[src/hdl/tas_pkg.sv]
// tas_pkg: shared constants and types of the ternary assignment store
// used by the channel interfaces, the store top level and its checker
package tas_pkg;

  localparam int MAX_VARS      = 1024;
  localparam int VARS_PER_WORD = 16;
  localparam int SLOT_W        = $clog2(VARS_PER_WORD);
  localparam int WORD_W        = 2 * VARS_PER_WORD;
  localparam int STORE_WORDS   = (MAX_VARS + VARS_PER_WORD - 1) / VARS_PER_WORD;
  localparam int ADDR_W        = (STORE_WORDS > 1) ? $clog2(STORE_WORDS) : 1;
  localparam int SHIFT_W       = SLOT_W + 1;

  localparam int VAR_INDEX_W   = 17;
  localparam int NUM_VARS_W    = 11;
  localparam int VAR_OFFSET_W  = 16;
  localparam int CFG_DATA_W    = 16;
  // adjusted index: wide enough for var_index - 1 - var_offset as a signed value
  localparam int ADJ_W         = VAR_INDEX_W + 2;

  localparam logic [WORD_W-1:0] ALL_UNDEFINED = {VARS_PER_WORD{2'b10}};
  localparam logic [NUM_VARS_W-1:0] NUM_VARS_RST = NUM_VARS_W'(1024);

  typedef logic [1:0] tern_t;
  localparam tern_t VAL_INVALID = 2'd3;

  typedef enum logic {
    CMD_READ  = 1'b0,
    CMD_WRITE = 1'b1
  } cmd_t;

  typedef enum logic [1:0] {
    ST_OK    = 2'd0,
    ST_INDEX = 2'd1,
    ST_VALUE = 2'd2
  } status_t;

  typedef logic [1:0] cfg_addr_t;
  localparam cfg_addr_t CFG_NUM_VARS   = 2'd0;
  localparam cfg_addr_t CFG_VAR_OFFSET = 2'd1;

endpackage

[src/hdl/tas_if.sv]
// tas_in_if, tas_out_if: valid/ready channels of the ternary assignment store
// payload types come from tas_pkg
interface tas_in_if;
  import tas_pkg::*;
  logic                   valid;
  logic                   ready;
  cmd_t                   command;
  logic [VAR_INDEX_W-1:0] var_index;
  tern_t                  value;

  modport source (output valid, command, var_index, value, input ready);
  modport sink   (input valid, command, var_index, value, output ready);
endinterface

interface tas_out_if;
  import tas_pkg::*;
  logic    valid;
  logic    ready;
  tern_t   read_value;
  status_t status;

  modport source (output valid, read_value, status, input ready);
  modport sink   (input valid, read_value, status, output ready);
endinterface

[src/hdl/tas_ram.sv]
// tas_ram: generic single-write, single-read ram with registered read data
// no dependencies
module tas_ram #(
  parameter int WIDTH = 32,
  parameter int DEPTH = 64
) (
  input  logic                                      clk,
  input  logic                                      we,
  input  logic [((DEPTH > 1) ? $clog2(DEPTH) : 1)-1:0] waddr,
  input  logic [WIDTH-1:0]                          wdata,
  input  logic                                      re,
  input  logic [((DEPTH > 1) ? $clog2(DEPTH) : 1)-1:0] raddr,
  output logic [WIDTH-1:0]                          rdata
);

  logic [WIDTH-1:0] mem [DEPTH];

  always_ff @(posedge clk) begin
    if (we) begin
      mem[waddr] <= wdata;
    end
    if (re) begin
      rdata <= mem[raddr];
    end
  end

endmodule

[src/hdl/ternary_assignment_store.sv]
// ternary_assignment_store: top level of the packed 2-bit ternary value store
// depends on tas_pkg, tas_in_if / tas_out_if and tas_ram
//
// Holds one ternary value (0 false, 1 true, 2 undefined) per variable, packed
// sixteen to a 32-bit word of a 64-entry ram, first variable in the top bits.
// in_if carries requests (command, 1-based var_index, value); every request
// gives exactly one transfer on out_if (read_value, status).
// cfg_we/cfg_addr/cfg_wdata set num_vars (index 0) and var_offset (index 1);
// write them only while no request is in flight.
// An accepted request is registered in the modify stage and then in the
// output register, which drives out_if.
// Throughput: one request per cycle unless out_if stalls. The ram read is
// issued at acceptance, the word is modified and written back in the modify
// stage; a same-word write by the prior request is forwarded from a register.
// Reset (rst_n low, synchronous) clears the pipeline and the per-word valid
// flags, so every variable reads as undefined; no clearing pass is needed.
// When out_if stalls, the result holds in the output register, the one
// request behind it waits in the modify stage and in_if.ready drops.
module ternary_assignment_store (
  input  logic                            clk,
  input  logic                            rst_n,
  tas_in_if.sink                          in_if,
  tas_out_if.source                       out_if,
  input  logic                            cfg_we,
  input  tas_pkg::cfg_addr_t              cfg_addr,
  input  logic [tas_pkg::CFG_DATA_W-1:0]  cfg_wdata
);
  import tas_pkg::*;

  logic [NUM_VARS_W-1:0]   num_vars_r;
  logic [VAR_OFFSET_W-1:0] var_offset_r;

  logic [ADJ_W-1:0]  adj;
  logic [ADJ_W-1:0]  count;
  logic              in_range;
  logic              in_acc;
  status_t           pre_status;
  logic [ADDR_W-1:0] rd_addr;

  logic              s1_vld_r;
  cmd_t              s1_cmd_r;
  status_t           s1_status_r;
  logic [ADDR_W-1:0] s1_addr_r;
  logic [SLOT_W-1:0] s1_slot_r;
  tern_t             s1_value_r;
  logic              s1_adv;

  logic [WORD_W-1:0]      ram_rdata;
  logic [WORD_W-1:0]      cur_word;
  logic [WORD_W-1:0]      new_word;
  logic [WORD_W-1:0]      fld_mask;
  logic [SHIFT_W-1:0]     sh;
  tern_t                  field;
  logic                   wr_en;

  logic                   fwd_vld_r;
  logic [ADDR_W-1:0]      fwd_addr_r;
  logic [WORD_W-1:0]      fwd_data_r;
  logic [STORE_WORDS-1:0] ent_vld_r;

  logic    out_vld_r;
  tern_t   read_value_r;
  status_t status_r;

  // configuration registers
  always_ff @(posedge clk) begin
    if (!rst_n) begin
      num_vars_r   <= NUM_VARS_RST;
      var_offset_r <= '0;
    end else if (cfg_we) begin
      unique case (cfg_addr)
        CFG_NUM_VARS:   num_vars_r   <= cfg_wdata[NUM_VARS_W-1:0];
        CFG_VAR_OFFSET: var_offset_r <= cfg_wdata[VAR_OFFSET_W-1:0];
        default: ;
      endcase
    end
  end

  // index adjust and range check at acceptance
  always_comb begin
    count = (ADJ_W'(num_vars_r) > ADJ_W'(MAX_VARS)) ? ADJ_W'(MAX_VARS)
                                                    : ADJ_W'(num_vars_r);
    adj = ADJ_W'(in_if.var_index) - ADJ_W'(1) - ADJ_W'(var_offset_r);
    in_range = !adj[ADJ_W-1] && (adj < count);
    if (!in_range) begin
      pre_status = ST_INDEX;
    end else if (in_if.command == CMD_WRITE && in_if.value == VAL_INVALID) begin
      pre_status = ST_VALUE;
    end else begin
      pre_status = ST_OK;
    end
    rd_addr = ADDR_W'(adj >> SLOT_W);
  end

  assign s1_adv      = s1_vld_r && (!out_vld_r || out_if.ready);
  assign in_if.ready = !s1_vld_r || s1_adv;
  assign in_acc      = in_if.valid && in_if.ready;

  always_ff @(posedge clk) begin
    if (!rst_n) begin
      s1_vld_r <= 1'b0;
    end else if (in_acc) begin
      s1_vld_r <= 1'b1;
    end else if (s1_adv) begin
      s1_vld_r <= 1'b0;
    end
  end

  always_ff @(posedge clk) begin
    if (in_acc) begin
      s1_cmd_r    <= in_if.command;
      s1_status_r <= pre_status;
      s1_addr_r   <= rd_addr;
      s1_slot_r   <= adj[SLOT_W-1:0];
      s1_value_r  <= in_if.value;
    end
  end

  tas_ram #(
    .WIDTH (WORD_W),
    .DEPTH (STORE_WORDS)
  ) u_tas_ram (
    .clk   (clk),
    .we    (wr_en),
    .waddr (s1_addr_r),
    .wdata (new_word),
    .re    (in_acc),
    .raddr (rd_addr),
    .rdata (ram_rdata)
  );

  // modify stage: last written word wins, never-written words read undefined
  always_comb begin
    if (fwd_vld_r && fwd_addr_r == s1_addr_r) begin
      cur_word = fwd_data_r;
    end else if (ent_vld_r[s1_addr_r]) begin
      cur_word = ram_rdata;
    end else begin
      cur_word = ALL_UNDEFINED;
    end
    // slot 0 sits in the top two bits
    sh       = {~s1_slot_r, 1'b0};
    field    = tern_t'(cur_word >> sh);
    fld_mask = WORD_W'(2'b11) << sh;
    new_word = (cur_word & ~fld_mask) | (WORD_W'(s1_value_r) << sh);
    wr_en    = s1_adv && s1_cmd_r == CMD_WRITE && s1_status_r == ST_OK;
  end

  always_ff @(posedge clk) begin
    if (!rst_n) begin
      fwd_vld_r <= 1'b0;
      ent_vld_r <= '0;
    end else if (wr_en) begin
      fwd_vld_r            <= 1'b1;
      ent_vld_r[s1_addr_r] <= 1'b1;
    end
  end

  always_ff @(posedge clk) begin
    if (wr_en) begin
      fwd_addr_r <= s1_addr_r;
      fwd_data_r <= new_word;
    end
  end

  // output register
  always_ff @(posedge clk) begin
    if (!rst_n) begin
      out_vld_r <= 1'b0;
    end else if (s1_adv) begin
      out_vld_r <= 1'b1;
    end else if (out_if.ready) begin
      out_vld_r <= 1'b0;
    end
  end

  always_ff @(posedge clk) begin
    if (s1_adv) begin
      read_value_r <= (s1_cmd_r == CMD_READ && s1_status_r == ST_OK) ? field : '0;
      status_r     <= s1_status_r;
    end
  end

  assign out_if.valid      = out_vld_r;
  assign out_if.read_value = read_value_r;
  assign out_if.status     = status_r;

endmodule

[src/flat_wrapper.sv]
// flat-port wrapper written by rule: the top's interface ports become plain ports
module ternary_assignment_store_flat import tas_pkg::*;
  (clk, rst_n, cfg_we, cfg_addr, cfg_wdata, in_if_valid, in_if_command, in_if_var_index, in_if_value, in_if_ready, out_if_valid, out_if_read_value, out_if_status, out_if_ready);
  tas_in_if in_if_i ();
  tas_out_if out_if_i ();
  input  logic clk;
  input  logic rst_n;
  input  logic cfg_we;
  input  tas_pkg::cfg_addr_t cfg_addr;
  input  logic [tas_pkg::CFG_DATA_W-1:0] cfg_wdata;
  input wire logic [$bits(in_if_i.valid)-1:0] in_if_valid;
  input wire logic [$bits(in_if_i.command)-1:0] in_if_command;
  input wire logic [$bits(in_if_i.var_index)-1:0] in_if_var_index;
  input wire logic [$bits(in_if_i.value)-1:0] in_if_value;
  output wire logic [$bits(in_if_i.ready)-1:0] in_if_ready;
  output wire logic [$bits(out_if_i.valid)-1:0] out_if_valid;
  output wire logic [$bits(out_if_i.read_value)-1:0] out_if_read_value;
  output wire logic [$bits(out_if_i.status)-1:0] out_if_status;
  input wire logic [$bits(out_if_i.ready)-1:0] out_if_ready;
  assign in_if_i.valid = in_if_valid;
  assign in_if_i.command = in_if_command;
  assign in_if_i.var_index = in_if_var_index;
  assign in_if_i.value = in_if_value;
  assign in_if_ready = in_if_i.ready;
  assign out_if_valid = out_if_i.valid;
  assign out_if_read_value = out_if_i.read_value;
  assign out_if_status = out_if_i.status;
  assign out_if_i.ready = out_if_ready;
  ternary_assignment_store u_core (.clk(clk), .rst_n(rst_n), .in_if(in_if_i), .out_if(out_if_i), .cfg_we(cfg_we), .cfg_addr(cfg_addr), .cfg_wdata(cfg_wdata));
endmodule
[config.mk]
export PLATFORM = sky130hd
export DESIGN_NAME = ternary_assignment_store_flat
export DESIGN_NICKNAME = d
export VERILOG_FILES = /design/src/hdl/tas_pkg.sv /design/src/hdl/tas_if.sv /design/src/hdl/tas_ram.sv /design/src/hdl/ternary_assignment_store.sv /design/src/flat_wrapper.sv
export SDC_FILE = /design/constraint.sdc
export NUM_CORES = 2
export LEC_CHECK = 0
export ABC_CLOCK_PERIOD_IN_PS = 5360
export BUFFER_PORTS_ARGS = -buffer_cell sky130_fd_sc_hd__buf_2
export CAP_MARGIN = 0
export CORE_AREA = 2 2 401 403
export CTS_CLUSTER_DIAMETER = 100
export CTS_CLUSTER_SIZE = 14
export DETAILED_ROUTE_END_ITERATION = 16
export DIE_AREA = 0 0 403 405
export PLACE_DENSITY = 0.75
export SYNTH_ARGS = -nofsm -noshare
export SYNTH_HDL_FRONTEND = slang
export SYNTH_SLANG_ARGS = --single-unit
[constraint.sdc]
create_clock -name clk -period 5.36 [get_ports clk]
set_input_delay 1.072 -clock clk [delete_from_list [all_inputs] [get_ports clk]]
set_output_delay 1.072 -clock clk [all_outputs]
set_load 0.1 [all_outputs]
# After elaboration in Yosys (flattened, before gate mapping)
# Memory sizes are Yosys's and may differ from the RTL's. A register that Yosys moved wholly into a read port is not among the register bits.
# Cells that the tools add are included.
[totals] reg_bits=151 ram_bits=2048 in_bits=43 output_inout_bits=6 wordCells=68 mem_count=1
[mem_list] memory="u_core.u_tas_ram.mem" words=64 word_bits=32 read_ports=1 rd_clocked_by_memory_dff=1 write_ports=1 line="tas_ram.sv:16" text="logic [WIDTH-1:0] mem [DEPTH];"
[classes] add_sub_neg=2 n_lt_le_gt_ge=4 eq_ne=3 shifts=3 n_mux=14 bitwise_logic=6 n_reduce_logical=20
[ops] cell="two-way mux 32 bit" count=2
[ops] cell="OR 64 bit" count=1
[ops] cell="AND 32 bit" count=1
[ops] cell="NOT 32 bit" count=1
[ops] cell="OR 32 bit" count=1
[ops] cell="<< shifter 2 x 5 -> 32 bit" count=1
[ops] cell="<< shifter 2 x 5 -> 32 bit, first input constant" count=1
[ops] cell="right shift 32 x 5 -> 2 bit" count=1
[ops] cell="less-than comparator 19 bit" count=1
[ops] cell="subtractor 19 x 16 -> 19 bit" count=1
[ops] cell="subtractor 17 x 1 -> 18 bit, second input constant" count=1
[ops] cell="greater-than comparator 11 bit, second input constant" count=1
[ops] cell="two-way mux 11 bit" count=1
[ops] cell="logical AND 1 bit" count=9
[ops] cell="two-way mux 1 bit" count=8
[ops] cell="less-than comparator 6 x 7 -> 1 bit, second input constant" count=1
[ops] cell="binary-select mux 1 bit (select 6 bit)" count=1
[ops] cell="demux 1 bit (select 6 bit)" count=1
[ops] cell="== test 6 bit" count=1
[ops] cell=">= comparator 6 x 1 -> 1 bit, second input constant" count=1
[ops] cell="zero test 2 bit" count=2
[ops] cell="NOT 4 bit" count=1
[ops] cell="AND reduction 2 bit" count=2
[ops] cell="nonzero test 2 bit" count=2
[ops] cell="6 further kinds" count=9

# Depth between registers and ports, before layout
[logic_depth] depth_word=7 mapped_depth=25 mapped_depth_nobuf=20

# Modules after synthesis
# Synthesis repeated with hierarchy kept, for this count alone.
[unflattened] cells_unflattened=4250 area_unflattened_um2=87367.5
[by_module_without_submodules] mod="tas_ram" instances=1 cells_per_inst=3324 area_per_inst_um2=78835.6 seq_area_each_um2=62459.9
[by_module_without_submodules] mod="ternary_assignment_store" instances=1 cells_per_inst=926 area_per_inst_um2=8531.9 seq_area_each_um2=3593.4

# Worst setup path after synthesis
# No wires, ideal clock.
[synth_timing] path_kind="register to register" from="register u_core.s1_addr_r[2]" to="register u_core.fwd_data_r[15] (data pin)" setup_time_ps=709 arrival_ps=4966 required_ps=4651 slack_ps=-315 path_stages_with_launch=11 n_path_buf=2 synth_period_minus_slack_ps=5675 path_cell_list="edfxtp_1 -> clkbuf_1 -> mux2_2 -> a221o_1 -> a311oi_2 -> o32a_1 -> nand2_1 -> o21ai_1 -> buf_2 -> o22ai_1 -> o21ai_0"
[synth_between] elab_chain_len=6 word_cells_on_any_way=8 cone_classes="1 x eq/ne; 4 x mux; 2 x bitwise; 1 x reduce/logical"
[synth_lines] item="start, declared" line="ternary_assignment_store.sv:43" text="logic [ADDR_W-1:0] s1_addr_r;"
[synth_lines] item="start signal, assigned" line="ternary_assignment_store.sv:113" text="s1_addr_r <= rd_addr;"
[synth_lines] item="binary-select mux 1 bit (select 6 bit)" line="ternary_assignment_store.sv:136" text="end else if (ent_vld_r[s1_addr_r]) begin"
[synth_lines] item="two-way mux 1 bit (implied by the code)" line="ternary_assignment_store.sv:136"
[synth_lines] item="two-way mux 32 bit" line="ternary_assignment_store.sv:136"
[synth_lines] item="two-way mux 32 bit (*)" line="ternary_assignment_store.sv:134" text="if (fwd_vld_r && fwd_addr_r == s1_addr_r) begin"
[synth_lines] item="AND 32 bit (*)" line="ternary_assignment_store.sv:145" text="new_word = (cur_word & ~fld_mask) | (WORD_W'(s1_value_r) << sh);"
[synth_lines] item="OR 32 bit (*)" line="ternary_assignment_store.sv:145"
[synth_lines] item="net u_core.new_word[15]" line="ternary_assignment_store.sv:50" text="logic [WORD_W-1:0] new_word;"
[synth_lines] item="end signal, assigned" line="ternary_assignment_store.sv:162" text="fwd_data_r <= new_word;"
[synth_lines] item="end, declared" line="ternary_assignment_store.sv:58" text="logic [WORD_W-1:0] fwd_data_r;"
# Mark *: on every way through the listed nets, which the timed path passes. The rest lies on a longest branch. The select of a mux whose other input is x is not followed.
# A chain may end at the register's enable or synchronous reset.

# Final worst setup path
[layout_timing] from="input port in_if_var_index[0]" to="register u_core.u_tas_ram.rdata[20] (read register of u_core.u_tas_ram.mem) (data pin)"
[layout_between] elab_chain_len=2
[layout_lines] item="start, declared" line="flat_wrapper.sv:13" text="input wire logic [$bits(in_if_i.var_index)-1:0] in_if_var_index;"
[layout_lines] item="subtractor 17 x 1 -> 18 bit" line="ternary_assignment_store.sv:83" text="adj = ADJ_W'(in_if.var_index) - ADJ_W'(1) - ADJ_W'(var_offset_r);"
[layout_lines] item="subtractor 19 x 16 -> 19 bit" line="ternary_assignment_store.sv:83"
[layout_lines] item="end, declared" line="tas_ram.sv:13" text="output logic [WIDTH-1:0] rdata"
# No other way between the ends.

==> flow_summary.toml <==
[worst_setup_path]
worstPathArrival_ps = 5540
r2r_slack_ps = 500
ff2ff_path_depth = 10
crit_type = "in2reg"
crit_path_start_kind = "input port"
path_max_fanout = 32
crit_path_end_kind = "flip-flop"
rr_endpoint = "u_core.u_tas_ram.mem[11][29]"
required_ps = 5960
reg2reg_from = "u_core.s1_addr_r[0]"

[hold_path]
hold_depth = 1
holdPathEnd = "u_core.s1_cmd_r"
worstHoldStart = "in_if_command"
worstHoldPathType = "in2reg"

[final_layout]
antenna_cells = 0
layout.nets = 5898
drive_above_1_share_pct = 22.5
design_area_um2 = 103000
area_growth_pct = 14.0

[timing]
finClkSkew_ps = 49.8
hold_viol = 0
grt_setup_unrepaired = "false"
max_slew.worst_pin.slew_ps = 1240
drv_slew = 0
max_slew_margin_pct = 17.2
fin_ws_ps = 413
holdWs_ps = 429
fmax_ghz = 0.202
finalSetupViolCount = 0
min_period_over_period_pct = 92.3
setup_tns_ps = 0
fin_crit_ps = 4950

[synth]
syn-num-nets = 5480
synthSimpleGateAreaFrac_pct = 6.41
avgSynthCellArea_um2 = 16.6
yosys_warnings = 0
netlist_instances = 5409
synthAdderAreaFrac_pct = 0.398
muxShareOfSynthArea_pct = 9.00
netlist.area_leader.share_pct = 71.3
synth_cell_types = 90
syn_area_um2 = 89900
synth_compound_area_share_pct = 8.41
ys_ff_latch = 2231
synth_area_leader_cell = "edfxtp_1"
synth_top_family_by_area = "multiplexers"
yosysSeqAreaShare_pct = 73.4
async_flop_share_pct = 0
ys.flop_type = "edfxtp_1"
synth.most_common_cell = "edfxtp_1"
ys_top_cells_by_area = "edfxtp_1, mux4_2, nand2_1, dfxtp_1, mux2_2"
synth-edff-count = 2137
synthTopCellsByCount = "edfxtp_1, nand2_1, mux4_2"
synth-xor-area-share_pct = 0.264

[floorplan]
fp.dieH_um = 405
rows = 147
ios = 49
die_area_um2 = 163000
die_w_um = 403
core_um2 = 159000
initial_utilization_pct = 56.5

[detailed_routing]
via_per_inst = 7.01
via_count = 55929
wl_mm = 261
drtAntennaViolNets = 0
drcViolationCount = 0
dr.pass1.iters = 10
drt_iter0_drc = 9975
wl_per_cell_um = 32.7

[clock_tree]
clock-root-buffer = "clkbuf_16"
clock-sinks = 2231
cts_tree = "yes"
cts_buffers = 178
clkTransAtPathRegs_ps = 70
htree_levels = 4
clock_latency_ps = 870
ctsHoldBuffers = 0
clockBufferDepth = 3
cts_setup_buffers = 0
ctsResizeCount = 0

[job]
cap_violations = 0

[placement]
place.gp.congestion = 0.975
io_buffers = 48
dpl.hpwl_mm = 155
dp_slack_ps = -253
placed_cell_area_um2 = 97500

[power]
powerDensity_nw_per_um2 = 405
ir_worst_vdd_mv = 0.368
p_leak_nw = 32.9

[grt]
grt_overflow = 0
grt_use_total_pct = 31.7
grt_pass1_wl_mm = 372
grt_max_degree = 86
grt_pass1_vias = 54619
antenna_found_initial = 11

[status]
outcome = "complete, no violations"
[stage by stage]
stage | utilization [%] | cells | total power, W
after global placement | 61.2 | 7733 | 0.0293
after global routing | 64.4 | 7980 | 0.0425
final | 64.4 | 7980 | 0.0415
after floorplan | - | 5409 | 0.0253
after detailed placement | 61.2 | 7733 | 0.0295
after CTS | 64.4 | 7980 | 0.0414
[kinds of logic (layout without fill, tap and decap cells)]
logic type / count (synthesis) / in the layout
muxes: 476 / 476
and+or+nand+nor: 1212 / 1212
adders and majority gates: 28 / 28
DFF: 2231 / 2231
xor gates and xnor gates: 25 / 25
AOI/OAI and AO/OA: 1024 / 1024
buffers and inverters: 413 / 898
[flip-flops by register name (all words and copies together), names as in the netlist, 4 cells and up]
register / flops
u_core.num_vars_r: 11
u_core.s1_addr_r: 6
u_core.ent_vld_r: 64
u_core.u_tas_ram.mem: 2048
u_core.fwd_addr_r: 6
u_core.s1_slot_r: 4
u_core.u_tas_ram.rdata: 32
u_core.fwd_data_r: 32
u_core.var_offset_r: 16
[final cells by class]
class	count	area, um2
multi-input cells	2765	23000
well taps	2086	2610
inverters	41	169
clock buffers	230	4650
repair buffers	610	5720
fillers	10546	56700
clock inverters	17	379
flip-flops and latches	2231	66100
[worst max-delay path: stages]
cell	delay, ps
buf_2	120
inv_1	50
ha_1	160
inv_1	50
or3_1	380
xnor2_1	240
ha_1	290
buf_4	150
buf_4	160
inv_1	90
buf_4	120
a2111oi_4	40
a211oi_4	410
inv_8	130
buf_12	200
buf_4	190
mux4_2	220
nor4_1	50
nor4_1	330
buf_4	200
nand4_1	150
buf_4	220
nor4_1	460
[metal layers]
metal	global-route usage (%)	up-vias	routed length [um]
met4	15.1	10	13400
li1	-	22745	-
met5	0	-	69
met2	47.1	4329	116000
met1	43.1	28181	93500
met3	9.78	664	37600
[worst max-delay path by stage]
stage,from,endpoint,slack [ps],cells after the start
finish,in_if_var_index[0],u_core.u_tas_ram.rdata[20],410,23
global route,in_if_var_index[0],u_core.u_tas_ram.rdata[20],300,23
CTS,in_if_var_index[0],u_core.u_tas_ram.rdata[20],590,23
detailed placement,in_if_var_index[1],u_core.u_tas_ram.rdata[20],-250,21
global placement,in_if_var_index[0],u_core.u_tas_ram.rdata[20],-240,23
floorplan,in_if_var_index[5],u_core.s1_status_r[0],20,21
[placed cells by master (no fill, tap or decap), types with 52 or more instances in the layout]
master     count
dfxtp_1       94
nor2_4        65
clkbuf_16    178
o21a_1        73
a221oi_1     100
a21oi_1      240
o22ai_1       53
nor3_1        63
buf_12       101
clkbuf_1      52
nor2_1       109
mux2_2       123
mux2i_1       98
nor4_1       158
nand2_1      579
edfxtp_1    2137
mux4_2       254
a222oi_1     107
buf_4        461
[report_power, final]
part / total (W) / switching, W / internal [W] / leakage [nW]
clock: 0.0121 / 0.00598 / 0.00611 / 2.41
combinational: 0.00902 / 0.00579 / 0.00323 / 10.7
sequential: 0.0204 / 0.000141 / 0.0203 / 19.8
(Power assumes the default switching activity.)
